==> src/hdl/hid_macro_key_sequencer_assert.svh <==
// assertion macros shared by the key sequencer modules
`ifndef HID_MACRO_KEY_SEQUENCER_ASSERT_SVH
`define HID_MACRO_KEY_SEQUENCER_ASSERT_SVH
`ifndef ASSERT_OFF
`define HMKS_ASSERT(name, clk, rst, prop, msg) \
   name: assert property (@(posedge clk) disable iff (rst) (prop)) else $error(msg);
`define HMKS_NEVER(name, clk, rst, expr, msg) \
   name: assert property (@(posedge clk) disable iff (rst) !(expr)) else $error(msg);
`else
`define HMKS_ASSERT(name, clk, rst, prop, msg)
`define HMKS_NEVER(name, clk, rst, expr, msg)
`endif
`endif

==> src/hdl/hmks_pkg.sv <==
// types, codes and the macro table of the key sequencer
package hmks_pkg;

   localparam int SEQ_LEN = 10;
   localparam int SEQ_CNT_W = 5;

   localparam int QUEUE_DEPTH = 2;
   localparam int QPTR_W = (QUEUE_DEPTH > 1) ? $clog2(QUEUE_DEPTH) : 1;
   localparam int QCNT_W = $clog2(QUEUE_DEPTH + 1);

   // item types on the request channel
   localparam logic [1:0] REQ_TICK    = 2'd0;
   localparam logic [1:0] REQ_POLL    = 2'd1;
   localparam logic [1:0] REQ_CONTROL = 2'd2;

   // result kinds
   localparam logic [1:0] RESP_REPORT  = 2'd0;
   localparam logic [1:0] RESP_EMPTY   = 2'd1;
   localparam logic [1:0] RESP_CONTROL = 2'd2;

   // control request codes: request type low byte, request high byte
   localparam logic [15:0] CODE_GET_REPORT   = 16'h01A1;
   localparam logic [15:0] CODE_GET_IDLE     = 16'h02A1;
   localparam logic [15:0] CODE_GET_PROTOCOL = 16'h03A1;
   localparam logic [15:0] CODE_SET_IDLE     = 16'h0A21;
   localparam logic [15:0] CODE_SET_PROTOCOL = 16'h0B21;

   localparam logic [3:0] BOOT_REPORT_LEN = 4'd8;

   // configuration register indexes
   localparam logic [1:0] CSR_DEBOUNCE = 2'd0;
   localparam logic [1:0] CSR_ENDPOINT = 2'd1;
   localparam logic [1:0] CSR_PRESSED  = 2'd2;

   localparam logic [7:0] DEBOUNCE_RESET = 8'd20;
   localparam logic [3:0] ENDPOINT_RESET = 4'd1;
   localparam logic       PRESSED_RESET  = 1'b0;

   typedef enum logic [3:0] {
      OP_TICK,
      OP_POLL_KBD,
      OP_POLL_OTHER,
      OP_GET_REPORT,
      OP_GET_IDLE,
      OP_GET_PROTOCOL,
      OP_SET_IDLE,
      OP_SET_PROTOCOL,
      OP_ACK
   } op_type;

   typedef struct packed {
      op_type     op;
      logic       level;
      logic [7:0] arg;
      logic [3:0] len;
   } cmd_type;

   function automatic logic [7:0] seq_modifier(input logic [3:0] row);
      logic [7:0] m;
      case (row)
         4'd0, 4'd4, 4'd8: m = 8'h02;
         default:          m = 8'h00;
      endcase
      return m;
   endfunction

   function automatic logic [7:0] seq_key(input logic [3:0] row);
      logic [7:0] k;
      case (row)
         4'd0:    k = 8'h04;
         4'd2:    k = 8'h05;
         4'd4:    k = 8'h06;
         4'd6:    k = 8'h07;
         4'd8:    k = 8'h08;
         default: k = 8'h00;
      endcase
      return k;
   endfunction

endpackage

==> src/hdl/hmks_front.sv <==
// front end: takes request beats and turns them into queue commands
module hmks_front
   import hmks_pkg::*;
(
   input  logic        req_valid,
   output logic        req_ready,
   input  logic [1:0]  req_type,
   input  logic        req_key_level,
   input  logic [3:0]  req_endpoint,
   input  logic [15:0] req_request_code,
   input  logic [15:0] req_request_value,
   input  logic [15:0] req_request_length,
   input  logic [3:0]  kbd_endpoint,
   input  logic        q_full,
   output logic        q_push,
   output cmd_type     q_cmd
);

   logic [3:0] len_report;
   logic [3:0] len_byte;

   assign req_ready  = !q_full;
   assign len_report = (|req_request_length[15:3]) ? BOOT_REPORT_LEN
                                                    : req_request_length[3:0];
   assign len_byte   = {3'b000, |req_request_length};

   always_comb begin
      q_push      = 1'b0;
      q_cmd.op    = OP_ACK;
      q_cmd.level = req_key_level;
      q_cmd.arg   = 8'h00;
      q_cmd.len   = 4'd0;
      case (req_type)
         REQ_TICK: begin
            q_push   = req_valid && !q_full;
            q_cmd.op = OP_TICK;
         end
         REQ_POLL: begin
            q_push   = req_valid && !q_full;
            q_cmd.op = (req_endpoint == kbd_endpoint) ? OP_POLL_KBD : OP_POLL_OTHER;
         end
         REQ_CONTROL: begin
            q_push = req_valid && !q_full;
            case (req_request_code)
               CODE_GET_REPORT: begin
                  q_cmd.op  = OP_GET_REPORT;
                  q_cmd.len = len_report;
               end
               CODE_GET_IDLE: begin
                  q_cmd.op  = OP_GET_IDLE;
                  q_cmd.len = len_byte;
               end
               CODE_GET_PROTOCOL: begin
                  q_cmd.op  = OP_GET_PROTOCOL;
                  q_cmd.len = len_byte;
               end
               CODE_SET_IDLE: begin
                  q_cmd.op  = OP_SET_IDLE;
                  q_cmd.arg = req_request_value[15:8];
               end
               CODE_SET_PROTOCOL: begin
                  q_cmd.op  = OP_SET_PROTOCOL;
                  q_cmd.arg = {7'b0000000, req_request_value[0]};
               end
               default: begin
                  q_cmd.op = OP_ACK;
               end
            endcase
         end
         default: begin
            // unused type: beat is taken and dropped
            q_push = 1'b0;
         end
      endcase
   end

endmodule

==> src/hdl/hmks_queue.sv <==
// short command queue between front and back
`include "hid_macro_key_sequencer_assert.svh"
module hmks_queue
   import hmks_pkg::*;
(
   input  logic    clock,
   input  logic    reset,
   input  logic    push,
   input  cmd_type push_cmd,
   output logic    full,
   input  logic    pop,
   output logic    head_valid,
   output cmd_type head_cmd
);

   cmd_type             entry_ff [QUEUE_DEPTH];
   logic [QPTR_W-1:0]   wr_ptr_ff, wr_ptr_in;
   logic [QPTR_W-1:0]   rd_ptr_ff, rd_ptr_in;
   logic [QCNT_W-1:0]   count_ff, count_in;

   localparam logic [QPTR_W-1:0] LAST_PTR = QPTR_W'(QUEUE_DEPTH - 1);
   localparam logic [QCNT_W-1:0] FULL_CNT = QCNT_W'(QUEUE_DEPTH);

   assign full       = (count_ff == FULL_CNT);
   assign head_valid = (count_ff != '0);
   assign head_cmd   = entry_ff[rd_ptr_ff];

   always_comb begin
      wr_ptr_in = wr_ptr_ff;
      rd_ptr_in = rd_ptr_ff;
      count_in  = count_ff;
      if (push) begin
         wr_ptr_in = (wr_ptr_ff == LAST_PTR) ? '0 : wr_ptr_ff + 1'b1;
      end
      if (pop) begin
         rd_ptr_in = (rd_ptr_ff == LAST_PTR) ? '0 : rd_ptr_ff + 1'b1;
      end
      if (push && !pop) begin
         count_in = count_ff + 1'b1;
      end else if (pop && !push) begin
         count_in = count_ff - 1'b1;
      end
   end

   always_ff @(posedge clock) begin
      if (reset) begin
         wr_ptr_ff <= '0;
         rd_ptr_ff <= '0;
         count_ff  <= '0;
      end else begin
         wr_ptr_ff <= wr_ptr_in;
         rd_ptr_ff <= rd_ptr_in;
         count_ff  <= count_in;
      end
   end

   always_ff @(posedge clock) begin
      if (push) begin
         entry_ff[wr_ptr_ff] <= push_cmd;
      end
   end

   `HMKS_NEVER(a_queue_no_overrun, clock, reset, push && full, "push into a full queue")
   `HMKS_NEVER(a_queue_no_underrun, clock, reset, pop && !head_valid, "pop from an empty queue")

endmodule

==> src/hdl/hmks_back.sv <==
// back end: debounce, playback, control state and the result register
`include "hid_macro_key_sequencer_assert.svh"
module hmks_back
   import hmks_pkg::*;
(
   input  logic        clock,
   input  logic        reset,
   input  logic        head_valid,
   input  cmd_type     head_cmd,
   output logic        pop,
   input  logic [7:0]  debounce_ticks,
   input  logic        pressed_level,
   output logic        rsp_valid,
   input  logic        rsp_ready,
   output logic [1:0]  rsp_resp_kind,
   output logic [7:0]  rsp_report_modifier,
   output logic [7:0]  rsp_report_key,
   output logic [7:0]  rsp_data_byte,
   output logic [3:0]  rsp_data_len
);

   logic       last_sample_ff, last_sample_in;
   logic       stable_level_ff, stable_level_in;
   logic [7:0] hold_count_ff, hold_count_in;
   logic       playing_ff, playing_in;
   logic [3:0] play_index_ff, play_index_in;
   logic [7:0] last_modifier_ff, last_modifier_in;
   logic [7:0] last_key_ff, last_key_in;
   logic [7:0] idle_value_ff, idle_value_in;
   logic       report_protocol_ff, report_protocol_in;

   logic       rsp_valid_ff, rsp_valid_in;
   logic [1:0] kind_ff, kind_in;
   logic [7:0] mod_ff, mod_in;
   logic [7:0] key_ff, key_in;
   logic [7:0] byte_ff, byte_in;
   logic [3:0] len_ff, len_in;

   logic                 gives_result;
   logic [7:0]           hold_next;
   logic [SEQ_CNT_W-1:0] row_next;

   assign gives_result = (head_cmd.op != OP_TICK);
   assign pop = head_valid && (!gives_result || !rsp_valid_ff || rsp_ready);
   assign row_next = {1'b0, play_index_ff} + 1'b1;

   always_comb begin
      if (head_cmd.level != last_sample_ff) begin
         hold_next = 8'd0;
      end else if (hold_count_ff < debounce_ticks) begin
         hold_next = hold_count_ff + 8'd1;
      end else begin
         hold_next = hold_count_ff;
      end
   end

   always_comb begin
      last_sample_in     = last_sample_ff;
      stable_level_in    = stable_level_ff;
      hold_count_in      = hold_count_ff;
      playing_in         = playing_ff;
      play_index_in      = play_index_ff;
      last_modifier_in   = last_modifier_ff;
      last_key_in        = last_key_ff;
      idle_value_in      = idle_value_ff;
      report_protocol_in = report_protocol_ff;
      rsp_valid_in       = rsp_valid_ff && !rsp_ready;
      kind_in            = kind_ff;
      mod_in             = mod_ff;
      key_in             = key_ff;
      byte_in            = byte_ff;
      len_in             = len_ff;
      if (pop) begin
         if (gives_result) begin
            rsp_valid_in = 1'b1;
            kind_in      = RESP_CONTROL;
            mod_in       = 8'h00;
            key_in       = 8'h00;
            byte_in      = 8'h00;
            len_in       = 4'd0;
         end
         case (head_cmd.op)
            OP_TICK: begin
               last_sample_in = head_cmd.level;
               hold_count_in  = hold_next;
               if (hold_next >= debounce_ticks && head_cmd.level != stable_level_ff) begin
                  stable_level_in = head_cmd.level;
                  // a press during playback does not restart it
                  if (head_cmd.level == pressed_level && !playing_ff) begin
                     play_index_in = 4'd0;
                     playing_in    = 1'b1;
                  end
               end
            end
            OP_POLL_KBD: begin
               kind_in = RESP_REPORT;
               len_in  = BOOT_REPORT_LEN;
               mod_in  = last_modifier_ff;
               key_in  = last_key_ff;
               if (playing_ff) begin
                  last_modifier_in = seq_modifier(play_index_ff);
                  last_key_in      = seq_key(play_index_ff);
                  mod_in           = seq_modifier(play_index_ff);
                  key_in           = seq_key(play_index_ff);
                  if (row_next >= SEQ_CNT_W'(SEQ_LEN)) begin
                     play_index_in = 4'd0;
                     playing_in    = 1'b0;
                  end else begin
                     play_index_in = row_next[3:0];
                  end
               end
            end
            OP_POLL_OTHER: begin
               kind_in = RESP_EMPTY;
            end
            OP_GET_REPORT: begin
               mod_in = last_modifier_ff;
               key_in = last_key_ff;
               len_in = head_cmd.len;
            end
            OP_GET_IDLE: begin
               byte_in = idle_value_ff;
               len_in  = head_cmd.len;
            end
            OP_GET_PROTOCOL: begin
               byte_in = {7'b0000000, report_protocol_ff};
               len_in  = head_cmd.len;
            end
            OP_SET_IDLE: begin
               idle_value_in = head_cmd.arg;
            end
            OP_SET_PROTOCOL: begin
               report_protocol_in = head_cmd.arg[0];
            end
            default: begin
               kind_in = RESP_CONTROL;
            end
         endcase
      end
   end

   always_ff @(posedge clock) begin
      if (reset) begin
         last_sample_ff     <= 1'b1;
         stable_level_ff    <= 1'b1;
         hold_count_ff      <= 8'd0;
         playing_ff         <= 1'b0;
         play_index_ff      <= 4'd0;
         last_modifier_ff   <= 8'h00;
         last_key_ff        <= 8'h00;
         idle_value_ff      <= 8'h00;
         report_protocol_ff <= 1'b1;
         rsp_valid_ff       <= 1'b0;
      end else begin
         last_sample_ff     <= last_sample_in;
         stable_level_ff    <= stable_level_in;
         hold_count_ff      <= hold_count_in;
         playing_ff         <= playing_in;
         play_index_ff      <= play_index_in;
         last_modifier_ff   <= last_modifier_in;
         last_key_ff        <= last_key_in;
         idle_value_ff      <= idle_value_in;
         report_protocol_ff <= report_protocol_in;
         rsp_valid_ff       <= rsp_valid_in;
      end
   end

   always_ff @(posedge clock) begin
      kind_ff <= kind_in;
      mod_ff  <= mod_in;
      key_ff  <= key_in;
      byte_ff <= byte_in;
      len_ff  <= len_in;
   end

   assign rsp_valid           = rsp_valid_ff;
   assign rsp_resp_kind       = kind_ff;
   assign rsp_report_modifier = mod_ff;
   assign rsp_report_key      = key_ff;
   assign rsp_data_byte       = byte_ff;
   assign rsp_data_len        = len_ff;

   `HMKS_ASSERT(a_idle_index_zero, clock, reset, !playing_ff |-> play_index_ff == 4'd0, "index moved while not playing")
   `HMKS_NEVER(a_result_not_dropped, clock, reset, pop && gives_result && rsp_valid_ff && !rsp_ready, "result register overwritten")

endmodule

==> src/hdl/hid_macro_key_sequencer.sv <==
// top level of the keyboard macro sequencer: config registers and the front, queue and back
//
//  channel | direction | handshake            | payload
//  req     | in        | req_valid/req_ready  | type, key level, endpoint, request fields
//  rsp     | out       | rsp_valid/rsp_ready  | kind, modifier, key, data byte, length
//  csr     | in        | csr_valid/csr_ready  | csr_index, csr_data
//
// one beat per cycle in steady state while rsp is not held; the back end retires one
// command a cycle unless a result waits on rsp; the request beat is first written into
// the queue, and rsp_valid is registered in the back end when the command is popped;
// ticks and dropped types give no beat on rsp; while a result waits on rsp the next
// result command holds at the queue head; with two beats queued behind the result
// register req_ready drops; reset is synchronous; csr writes are always taken
`include "hid_macro_key_sequencer_assert.svh"
module hid_macro_key_sequencer
   import hmks_pkg::*;
(
   input  logic        clock,
   input  logic        reset,
   input  logic        req_valid,
   output logic        req_ready,
   input  logic [1:0]  req_type,
   input  logic        req_key_level,
   input  logic [3:0]  req_endpoint,
   input  logic [15:0] req_request_code,
   input  logic [15:0] req_request_value,
   input  logic [15:0] req_request_length,
   output logic        rsp_valid,
   input  logic        rsp_ready,
   output logic [1:0]  rsp_resp_kind,
   output logic [7:0]  rsp_report_modifier,
   output logic [7:0]  rsp_report_key,
   output logic [7:0]  rsp_data_byte,
   output logic [3:0]  rsp_data_len,
   input  logic        csr_valid,
   output logic        csr_ready,
   input  logic [1:0]  csr_index,
   input  logic [7:0]  csr_data
);

   logic [7:0] debounce_ff;
   logic [3:0] endpoint_ff;
   logic       pressed_ff;

   logic    q_push;
   cmd_type q_cmd;
   logic    q_full;
   logic    q_pop;
   logic    head_valid;
   cmd_type head_cmd;

   assign csr_ready = 1'b1;

   always_ff @(posedge clock) begin
      if (reset) begin
         debounce_ff <= DEBOUNCE_RESET;
         endpoint_ff <= ENDPOINT_RESET;
         pressed_ff  <= PRESSED_RESET;
      end else if (csr_valid) begin
         case (csr_index)
            CSR_DEBOUNCE: debounce_ff <= csr_data;
            CSR_ENDPOINT: endpoint_ff <= csr_data[3:0];
            CSR_PRESSED:  pressed_ff  <= csr_data[0];
            default: begin
               // write beyond the register list is ignored
            end
         endcase
      end
   end

   hmks_front u_front (
      .req_valid          (req_valid),
      .req_ready          (req_ready),
      .req_type           (req_type),
      .req_key_level      (req_key_level),
      .req_endpoint       (req_endpoint),
      .req_request_code   (req_request_code),
      .req_request_value  (req_request_value),
      .req_request_length (req_request_length),
      .kbd_endpoint       (endpoint_ff),
      .q_full             (q_full),
      .q_push             (q_push),
      .q_cmd              (q_cmd)
   );

   hmks_queue u_queue (
      .clock      (clock),
      .reset      (reset),
      .push       (q_push),
      .push_cmd   (q_cmd),
      .full       (q_full),
      .pop        (q_pop),
      .head_valid (head_valid),
      .head_cmd   (head_cmd)
   );

   hmks_back u_back (
      .clock               (clock),
      .reset               (reset),
      .head_valid          (head_valid),
      .head_cmd            (head_cmd),
      .pop                 (q_pop),
      .debounce_ticks      (debounce_ff),
      .pressed_level       (pressed_ff),
      .rsp_valid           (rsp_valid),
      .rsp_ready           (rsp_ready),
      .rsp_resp_kind       (rsp_resp_kind),
      .rsp_report_modifier (rsp_report_modifier),
      .rsp_report_key      (rsp_report_key),
      .rsp_data_byte       (rsp_data_byte),
      .rsp_data_len        (rsp_data_len)
   );

   `HMKS_ASSERT(a_empty_packet_blank, clock, reset, rsp_valid && rsp_resp_kind == RESP_EMPTY |-> rsp_data_len == 4'd0 && rsp_report_key == 8'h00, "empty packet carries data")
   `HMKS_ASSERT(a_len_in_range, clock, reset, rsp_valid |-> rsp_data_len <= BOOT_REPORT_LEN, "reply length beyond a boot report")

endmodule
==> config.mk <==
export PLATFORM = sky130hd
export DESIGN_NAME = hid_macro_key_sequencer
export DESIGN_NICKNAME = d
export VERILOG_FILES = /design/src/hdl/hmks_pkg.sv /design/src/hdl/hmks_front.sv /design/src/hdl/hmks_queue.sv /design/src/hdl/hmks_back.sv /design/src/hdl/hid_macro_key_sequencer.sv
export VERILOG_INCLUDE_DIRS = /design/src /design/src/hdl
export SDC_FILE = /design/constraint.sdc
export NUM_CORES = 1
export LEC_CHECK = 0
export BUFFER_PORTS_ARGS = -buffer_cell sky130_fd_sc_hd__clkbuf_2
export CAP_MARGIN = 15
export CORE_ASPECT_RATIO = 0.7
export CORE_MARGIN = 2
export CORE_UTILIZATION = 50
export DETAILED_ROUTE_END_ITERATION = 7
export PLACE_DENSITY_LB_ADDON = 0.25
export SYNTH_ARGS = -nofsm -noshare
export SYNTH_HDL_FRONTEND = slang
export SYNTH_SLANG_ARGS = --single-unit
==> constraint.sdc <==
create_clock -name clock -period 7.55 [get_ports clock]
set_input_delay 1.51 -clock clock [delete_from_list [all_inputs] [get_ports clock]]
set_output_delay 1.51 -clock clock [all_outputs]
set_load 0.1 [all_outputs]
### After elaboration in Yosys (flattened, before gate mapping)

Memory sizes are Yosys's and may differ from the RTL's. A register that Yosys moved wholly into a read port is not among the register bits.
Cells that the tools add are included.

* $add $sub $neg: 6
* order comparisons: 3
* equality and inequality tests: 29
* mux-type cells: 42
* reduce and logical (&&, ||, !) cells: 48

Operators with widths (number)
* 8-bit case mux with 2 select lines: 4
* 8-bit two-way mux: 5
* 4-bit case mux with 5 select lines: 2
* 16-bit by 10-bit equality test with 1-bit output, second input constant: 2
* 16-bit by 12-bit equality test with 1-bit output, second input constant: 2
* 4-bit by 3-bit equality test with 1-bit output, second input constant: 6
* 4-bit two-way mux: 6
* 4-bit case mux with 2 select lines: 3
* 2-bit AND reduction: 11
* 16-bit by 9-bit equality test with 1-bit output, second input constant: 1
* 16-bit OR reduction: 1
* 1-bit two-way mux: 13
* 13-bit OR reduction: 1
* 4-bit by 2-bit equality test with 1-bit output, second input constant: 3
* 12-bit two-way mux: 1
* 4-bit case mux with 3 select lines: 1
* 2-bit two-way mux: 5
* 3-bit nonzero test: 3
* 3-bit OR reduction: 3
* 8-bit by 1-bit adder with 8-bit output, second input constant: 1
* 8-bit greater-or-equal comparator: 1
* 4-bit logical NOT: 2
* 8-bit < comparator: 1
* 2-bit by 1-bit != test with 1-bit output, second input constant: 4
* other kinds (25): 46

* register bits: 88
* RAM bits: 34
* bits of input ports: 70
* output and inout port bits: 33
* logic and storage cells: 150
* memories kept: 1

Memories
* u_queue.entry_ff: depth 2, width 17, read ports 1, clocked after Yosys merged registers in 1, wr ports 1, line hmks_queue.sv:16 `cmd_type entry_ff [QUEUE_DEPTH];`

### Logic depth before layout (Yosys ltp)

Gate-level depths: netlist (run 1).

* depth in word-level cells: 8
* mapped depth: 14
* depth with buffers taken out: 13

### Modules after synthesis

Synthesis (run 1) repeated with hierarchy kept, for this count alone.

* cell total of the unflattened synthesis: 556
* area, all modules: 6070.8 µm²

By module, submodules not included
* hmks_back: times used 1, cells an instance 372, area an instance 3641.0 µm², sequential area each 1721.7 µm²
* hmks_queue: times used 1, cells an instance 75, area an instance 1435.1 µm², sequential area each 1121.1 µm²
* hid_macro_key_sequencer: times used 1, cells an instance 58, area an instance 589.3 µm², sequential area each 260.2 µm²
* hmks_front: times used 1, cells an instance 51, area an instance 405.4 µm², sequential area each 0.0 µm²

### Worst setup path after synthesis (run 1)

OpenSTA, ideal clock, no wires.

* path kind: input port to flip-flop
* start: input port req_type[0]
* end: memory u_queue.entry_ff[0][0] (netlist name) (enable)
* setup time: 0.392 ns
* data arrival time: 2.597 ns
* required time: 7.158 ns
* slack: 4.561 ns
* stages on the path: 3
* path buffers: 0
* path through: nand2_1 and3_1 nor2b_1

* word-level cells in the longest chain between the ends: 5
* elaborated cells between the ends (all ways): 7
* classes of those cells: 2 x eq/ne; 3 x mux; 2 x reduce/logical

RTL lines
* from (decl): line hid_macro_key_sequencer.sv:22 `input logic [1:0] req_type,`
* 2-bit by 1-bit equality test with 1-bit output, or another cell as far along: line hmks_front.sv:33 `case (req_type)`
* 3-bit OR reduction (no source line) *
* 1-bit two-way mux *
* named net q_push: line hid_macro_key_sequencer.sv:45 `logic q_push;`
* 1-bit two-way mux *: line hmks_queue.sv:58 `if (push) begin`
* 1-bit two-way mux (implied by the code) *: line hmks_queue.sv:59 `entry_ff[wr_ptr_ff] <= push_cmd;`
* to (decl): line hmks_queue.sv:16

The timed path passes the listed nets; every way through them passes the cells marked *.

### Worst setup path in the final report (run 1)

* start: register u_back.hold_count_ff[6]
* end: register u_back.play_index_ff[2]

* word-level cells in the longest chain between the ends: 7
* elaborated cells between the ends (all ways): 8
* classes of those cells: 1 x add/sub; 2 x order compare; 1 x eq/ne; 2 x mux; 2 x reduce/logical

RTL lines
* from (decl): line hmks_back.sv:24 `logic [7:0] hold_count_ff, hold_count_in;`
* from (signal assigned): line hmks_back.sv:157 `hold_count_ff <= hold_count_in;`
* 8-bit < comparator: line hmks_back.sv:50 `end else if (hold_count_ff < debounce_ticks) begin`
* 8-bit two-way mux: line hmks_back.sv:50
* 8-bit two-way mux: line hmks_back.sv:48 `if (head_cmd.level != last_sample_ff) begin`
* named net u_back.hold_next[5]: line hmks_back.sv:40 `logic [7:0] hold_next;`
* 8-bit greater-or-equal comparator: line hmks_back.sv:86 `if (hold_next >= debounce_ticks && head_cmd.level != stable_level_ff) begin`
* 1-bit logical AND: line hmks_back.sv:86
* 2-bit by 1-bit != test with 1-bit output (no source line)
* 5-bit AND reduction (no source line)
* to (signal assigned): line hmks_back.sv:159 `play_index_ff <= play_index_in;`
* to (decl): line hmks_back.sv:26 `logic [3:0] play_index_ff, play_index_in;`

The timed path passes the listed nets, and every way through them passes these cells.
A chain may end at the register's enable or synchronous reset.

==> qor.csv, run 1 <==
stage,metric,value,unit
clock_network,total clock buffers created by CTS,17,
outcome,run status,"complete, no violations",
place,total placed cells including tap cells,787,
clock_network,clock latency reported for the late side of the worst-skew pair,0.42,ns
route,residual antenna-violating net count after detailed routing,0,
logic_synthesis,synthesized area per cell,10.8,um2
sta,skew final,0.0113,ns
die,area of the core,0.0116,mm2
pwr,Max IR drop VDD,0.340,mV
setup_path,"critical path, cell by cell",ha_1 > a21o_1 > a21oi_1 > o2111ai_1 > or3_1 > a21oi_1 > ha_1 > a21oi_1 > o21ai_0 > a21oi_1 > o21ai_1 > o211ai_1,
logic_synthesis,number of cells produced by synthesis,550,
route,violation count after the first detailed-route iteration,255,
setup_path,critical-path cell with the highest stage delay,sky130_fd_sc_hd__dfxtp_1,
setup_path,Critical Setup Path Class,register to register,
finish,most frequent standard cell in the layout excluding fill and tap cells,sky130_fd_sc_hd__clkbuf_2,
logic_synthesis,proportion of synthesized chip area in sequential cells,0.522,
setup_path,Crit path largest cell delay,0.43,ns
finish,share of final-layout standard cells stronger than drive strength 1,0.223,
logic_synthesis,synthesis warning total,0,
place,final weighted congestion of routability-driven global placement,0.910,
setup_path,arrival time worst endpoint,3.82,ns
clock_network,root buf cell,sky130_fd_sc_hd__clkbuf_16,
sta,count of endpoints failing hold in the final timing report,0,
logic_synthesis,post-synthesis net count,641,
global_routing,vias in the first global route,4101,
global_routing,gr usage total,0.201,
logic_synthesis,number of distinct standard cells referenced by the synthesized netlist,68,
setup_path,Worst path top cell family by delay,compound AO/OA/AOI/OAI gates,
sta,post-layout worst setup margin,4.06,ns
finish,highest-count cells in the layout ignoring fill and taps,"94 x sky130_fd_sc_hd__clkbuf_2, 64 x sky130_fd_sc_hd__edfxtp_1, 63 x sky130_fd_sc_hd__nor2_1",
logic_synthesis,ys async rst share,0,
route,post-detailed-route wirelength per cell,14.8,um
pwr,reported leakage power,2.72,nW
sta,Slew Limit Fails,0,
clock_network,post-CTS sizing,0,
setup_path,type of destination of the critical path,register,
global_routing,wire length of the first global-routing pass,19900,um
pwr,final total power,0.00256,W
sta,Post-Route Setup TNS,0,ns
finish,post-route insts no fill,820,
sta,Max-slew headroom,0.323,
die,DIE AREA,0.0128,mm2
clock_network,post-CTS repair timing setup buffer count,0,
die,initial core utilization,0.511,
setup_path,critical path buffer and inverter count,0,
global_routing,pin count of the biggest net entering global routing,44,
finish,Layout Area Growth over Synthesis,20.2,%
setup_path,critical-path maximum fanout,8,
logic_synthesis,netlist area before placement,0.00594,mm2
sta,transition time of the tightest slew-check pin,1.01,ns
sta,unrepaired setup endpoints after global routing,no,
logic_synthesis,most frequently used flop master after synthesis,sky130_fd_sc_hd__edfxtp_1,
pwr,power density over cell area,359,mW/mm2
finish,Antenna diodes,0,
sta,number of failing setup endpoints in the final timing report,0,
finish,filler instances,969,
die,I/O pin cnt,103,
clock_network,CTS hold repair buffers,0,
die,die boundary height,95.2,um
logic_synthesis,number of storage elements in the synthesis netlist,123,
setup_path,Register-to-Register Setup Slack,4.06,ns
die,standard-cell rows,33,
clock_network,number of sinks handled by clock tree synthesis,123,
run,Max-Cap Viols,0,
route,aggregate routed wire length,12100,um
finish,number of nets at the end of the flow,741,
clock_network,clock-pin transition on the worst setup and hold timing paths,0.06,ns
global_routing,initial antenna violation count,0,
place,DPL Wire Length,8740,um
setup_path,worst endpoint required time,7.88,ns
die,die boundary width,134,um
route,via count,4439,
setup_path,Worst setup SP type,register,
route,Vias/cell,5.41,
clock_network,worst-case clock buffer depth,2,
worst_hold_path,worst hold path class,register to register,
place,setup slack after placement,4.07,ns
clock_network,CTS tree,yes,
route,residual DRC count,0,
global_routing,total gr overflow,0,
place,Port Buf Inserts,94,
sta,maximum clock rate,0.287,GHz
sta,crit share post-route,0.462,
sta,Post-Route Hold Slack,0.450,ns
route,First-pass DRT Iterations,5,
setup_path,most frequent cell on the critical path,sky130_fd_sc_hd__a21oi_1,
sta,final critical delay including setup and external delays,3.49,ns
logic_synthesis,number of enable-type register cells in the synthesized netlist,64,
clock_network,number of H-tree branching levels,4,
state kept, by name, summed over array words and instances, names as in the netlist, 8 cells and up, named ones only:
name / count
u_queue.entry_ff: 34
u_back.last_key_ff: 8
u_back.rsp_data_byte: 8
u_back.last_modifier_ff: 8
u_back.rsp_report_modifier: 8
debounce_ff: 8
u_back.rsp_report_key: 8
u_back.idle_value_ff: 8
u_back.hold_count_ff: 8
cells in the mapped netlist (8+ instances only):
| library cell | n | share of area |
|---|---|---|
| sky130_fd_sc_hd__xnor2_1 | 8 | 0.012 |
| sky130_fd_sc_hd__nand2_1 | 36 | 0.023 |
| sky130_fd_sc_hd__o211ai_1 | 11 | 0.014 |
| sky130_fd_sc_hd__nor3_1 | 8 | 0.0067 |
| sky130_fd_sc_hd__o21ai_0 | 18 | 0.015 |
| sky130_fd_sc_hd__nor2b_1 | 22 | 0.023 |
| sky130_fd_sc_hd__nor2_1 | 63 | 0.040 |
| sky130_fd_sc_hd__inv_1 | 17 | 0.011 |
| sky130_fd_sc_hd__mux2i_1 | 27 | 0.045 |
| sky130_fd_sc_hd__a211oi_1 | 9 | 0.011 |
| sky130_fd_sc_hd__edfxtp_1 | 64 | 0.32 |
| sky130_fd_sc_hd__a21oi_1 | 26 | 0.022 |
| sky130_fd_sc_hd__ha_1 | 21 | 0.044 |
| sky130_fd_sc_hd__dfxtp_1 | 59 | 0.20 |
| sky130_fd_sc_hd__clkbuf_1 | 11 | 0.0069 |
| sky130_fd_sc_hd__and2_1 | 37 | 0.039 |
per-stage QoR:
stage               cell area (um2)   util
floorplan                      5940      -
global placement               6540  0.562
detailed placement             6540  0.562
CTS                            7140  0.613
global route                   7140  0.613
finish                         7140  0.613
routing by layer:
metal	vias to the layer above	global-route usage	wire, um
met5	-	0	0
met4	0	0.0877	243
met3	23	0.0500	749
met2	153	0.300	5250
met1	2060	0.279	5860
li1	2203	-	-
where the power goes:
part / internal [W] / switching, W
Clock: 0.000517 / 0.000296
Combinational: 0.000149 / 0.000721
Sequential: 0.000834 / 0.0000471
cells by family after synthesis:
kind of cell,count (synthesis),share of synthesized area
AO/OA/AOI/OAI,109,0.133
flip-flops,123,0.522
other,1,0.000631
buffers and inverters,35,0.0280
multiplexers,31,0.0568
adder cells (fa/ha/maj),21,0.0442
XOR/XNOR,14,0.0238
AND/OR/NAND/NOR,216,0.191
path summary, 6_finish.rpt:
| check | to | start | cells after the start |
|---|---|---|---|
| hold reg to reg | u_back.last_modifier_ff[4] | u_back.last_modifier_ff[4] | 1 |
| setup / recovery | u_back.play_index_ff[2] | u_back.hold_count_ff[6] | 12 |
| hold / removal | u_back.last_modifier_ff[4] | u_back.last_modifier_ff[4] | 1 |
| setup reg to reg | u_back.play_index_ff[2] | u_back.hold_count_ff[6] | 12 |
area by class of cell:
class,count,area [um2],area share
clock buffers,17,425,0.0596
repair buffers,99,508,0.0711
multi-input cells,392,2680,0.374
flip-flops and latches,123,3100,0.434
well taps,157,196,0.0275
inverters,17,63.8,0.00893
clock inverters,15,171,0.0240
worst register-to-register path: cells and delay by family (launching register included):
kind                       cells  cell delay (ns)
DFF                            1             0.43
and+or+nand+nor                1             0.40
adders and majority gates      2             0.57
AOI/OAI and AO/OA              9             2.01
Power figures use the tool's default switching activity.
==> run 2: changes to the inputs <==
Clock period 7.55 ns to 2.9 ns, I/O delays scaled along.
==> run 2 against run 1 <==
Compared with the run above:
- sequential share of layout area fell by 2.8 points
- non-clock buffer count rose by 36
- critical path type unchanged
- largest power group is now combinational cells
- the flow now finishes with violations (setup timing)
- design area rose by 7.2%
- critical endpoint is now u_back.play_index_ff[1]
- sequential power rose to 2.6 times the previous value
- final cell count rose by 4.4%
==> qor.csv, run 2 (same netlist as run 1, synthesis figures left out) <==
stage,metric,value,unit
place,total placed cells including tap cells,816,
route,residual DRC count,0,
sta,post-layout worst setup margin,-0.0363,ns
pwr,clock share of power,0.313,
pwr,P_sw,0.00277,W
route,Vias/cell,5.43,
place,final weighted congestion of routability-driven global placement,0.913,
route,post-detailed-route wirelength per cell,15.5,um
clock_network,clock-pin transition on the worst setup and hold timing paths,0.06,ns
setup_path,worst endpoint required time,3.23,ns
route,residual antenna-violating net count after detailed routing,0,
global_routing,initial antenna violation count,0,
die,I/O pin cnt,103,
pwr,power density over cell area,880,mW/mm2
clock_network,CTS hold repair buffers,0,
finish,largest register by flop count,u_queue.entry_ff,
setup_path,Critical Setup Path Class,register to register,
global_routing,gr usage total,0.211,
pwr,cell-internal power,0.00396,W
sta,maximum clock rate,0.341,GHz
finish,Layout Area Growth over Synthesis,28.8,%
place,Port Buf Inserts,94,
finish,share of final-layout standard cells stronger than drive strength 1,0.312,
finish,"flip-flop count of the largest register, all copies and words added",34,
sta,unrepaired setup endpoints after global routing,yes,
finish,highest-count cells in the layout ignoring fill and taps,"94 x sky130_fd_sc_hd__clkbuf_2, 64 x sky130_fd_sc_hd__edfxtp_1, 63 x sky130_fd_sc_hd__nor2_1",
route,met2 routed WL,6020,um
outcome,violated checks,setup timing,
route,First-pass DRT Iterations,5,
outcome,run status,"finished, violations left",
pwr,switching part of the total,0.412,
clock_network,worst-case clock buffer depth,2,
finish,number of nets at the end of the flow,777,
worst_hold_path,worst hold path class,primary input to register,
pwr,Max IR drop VDD,0.732,mV
global_routing,total gr overflow,0,
place,DPL Wire Length,9100,um
setup_path,type of destination of the critical path,register,
global_routing,pin count of the biggest net entering global routing,43,
clock_network,number of sinks handled by clock tree synthesis,123,
setup_path,critical-path maximum fanout,5,
route,Top Layer Used,met4,
die,die boundary height,95.2,um
place,setup slack after placement,-0.246,ns
sta,final critical delay including setup and external delays,2.94,ns
setup_path,arrival time worst endpoint,3.26,ns
finish,utilization after layout,0.657,
pwr,power share of the sequential group,0.339,
die,standard-cell rows,33,
die,initial core utilization,0.511,
route,via count,4646,
sta,crit share post-route,1.01,
die,area of the core,0.0116,mm2
clock_network,clock latency reported for the late side of the worst-skew pair,0.41,ns
sta,count of endpoints failing hold in the final timing report,0,
sta,Max-slew headroom,0.500,
route,aggregate routed wire length,13200,um
global_routing,wire length of the first global-routing pass,21000,um
route,violation count after the first detailed-route iteration,297,
sta,skew final,0.0104,ns
global_routing,vias in the first global route,4404,
finish,most frequent standard cell in the layout excluding fill and tap cells,sky130_fd_sc_hd__clkbuf_2,
clock_network,CTS tree,yes,
sta,Slew Limit Fails,0,
route,wire length on met3,766,um
run,Max-Cap Viols,0,
die,DIE AREA,0.0128,mm2
die,die boundary width,134,um
clock_network,total clock buffers created by CTS,17,
finish,post-route insts no fill,856,
sta,transition time of the tightest slew-check pin,0.745,ns
clock_network,number of H-tree branching levels,4,
sta,number of failing setup endpoints in the final timing report,4,
setup_path,Worst setup SP type,register,
clock_network,root buf cell,sky130_fd_sc_hd__clkbuf_16,
finish,Antenna diodes,0,
pwr,reported leakage power,2.91,nW
route,metal1 wirelength,6350,um
pwr,combinational power share,0.348,
## run 2: cell types whose count changed in the layout (fill, tap and decap cells not counted), sizes merged
| cell | previous run | this run |
|---|---|---|
| bufinv | 3 | 2 |
| inv | 20 | 18 |
| clkinvlp | 4 | 3 |
| buf | 5 | 41 |
| clkbuf | 111 | 116 |
| clkinv | 5 | 4 |
## run 2: layout make-up
type / count / area (um2)
clock buffers: 22 / 485
flip-flops and latches: 123 / 3110
clock inverters: 10 / 114
multi-input cells: 392 / 2900
well taps: 157 / 196
fillers: 907 / 3990
inverters: 17 / 63.8
repair buffers: 135 / 790
## run 2: critical path, cell delays in order, from the launching register on
cell and delay [ns]:
sky130_fd_sc_hd__dfxtp_2 0.32, sky130_fd_sc_hd__inv_2 0.04, sky130_fd_sc_hd__ha_4 0.26, sky130_fd_sc_hd__o211ai_1 0.08, sky130_fd_sc_hd__o21a_2 0.27, sky130_fd_sc_hd__buf_6 0.13
sky130_fd_sc_hd__buf_4 0.12, sky130_fd_sc_hd__o21a_1 0.19, sky130_fd_sc_hd__xnor2_1 0.15, sky130_fd_sc_hd__nor2_1 0.06, sky130_fd_sc_hd__ha_1 0.35, sky130_fd_sc_hd__nand2_1 0.09
sky130_fd_sc_hd__nor3_2 0.16, sky130_fd_sc_hd__a21oi_1 0.10, sky130_fd_sc_hd__buf_4 0.18, sky130_fd_sc_hd__o21ai_2 0.15, sky130_fd_sc_hd__mux2i_1 0.19
## run 2: power by group through the flow
stage               sequential [W]  combinational [W]  clock [W]
floorplan                  0.00358           0.000648          0
global placement           0.00231            0.00229          0
detailed placement         0.00232            0.00231          0
CTS                        0.00229            0.00233    0.00214
global route               0.00232            0.00245    0.00221
finish                     0.00229            0.00234    0.00211
## run 2: routing by layer
layer | track usage | up-vias
met2 | 0.332 | 150
met3 | 0.0463 | 8
met1 | 0.292 | 2213
met4 | 0.0702 | 0
met5 | 0 | -
li1 | - | 2275
## run 2: per-stage QoR
| stage | hold WS (ns) | setup TNS (ns) | cell area, um2 | power [W] |
|---|---|---|---|---|
| final | 0.375 | -0.133 | 7650 | 0.00673 |
| after global routing | 0.362 | -1.06 | 7650 | 0.00698 |
| after CTS | 0.357 | -0.118 | 7440 | 0.00676 |
| after detailed placement | 0.436 | -1.01 | 6760 | 0.00463 |
| after global placement | 0.434 | -0.592 | 6760 | 0.00460 |
| after floorplan | 0.421 | 0 | 5940 | 0.00423 |
## run 2: what timing repair did
item                       in CTS  in global routing
buffers inserted                2                  6
setup endpoints to repair       6                  6
resized for setup              16                 36
pin swaps                      14                 25
## run 2: final timing paths
path | endpoint | cells past startpoint | from | slack, ns
worst max-delay path | u_back.play_index_ff[1] | 16 | debounce_ff[3] | -0.04
worst min-delay path | u_queue.entry_ff[0][12] | 1 | req_key_level | 0.37
worst min register to register | u_back.last_key_ff[4] | 1 | u_back.last_key_ff[4] | 0.45
worst max register to register | u_back.play_index_ff[1] | 16 | debounce_ff[3] | -0.04
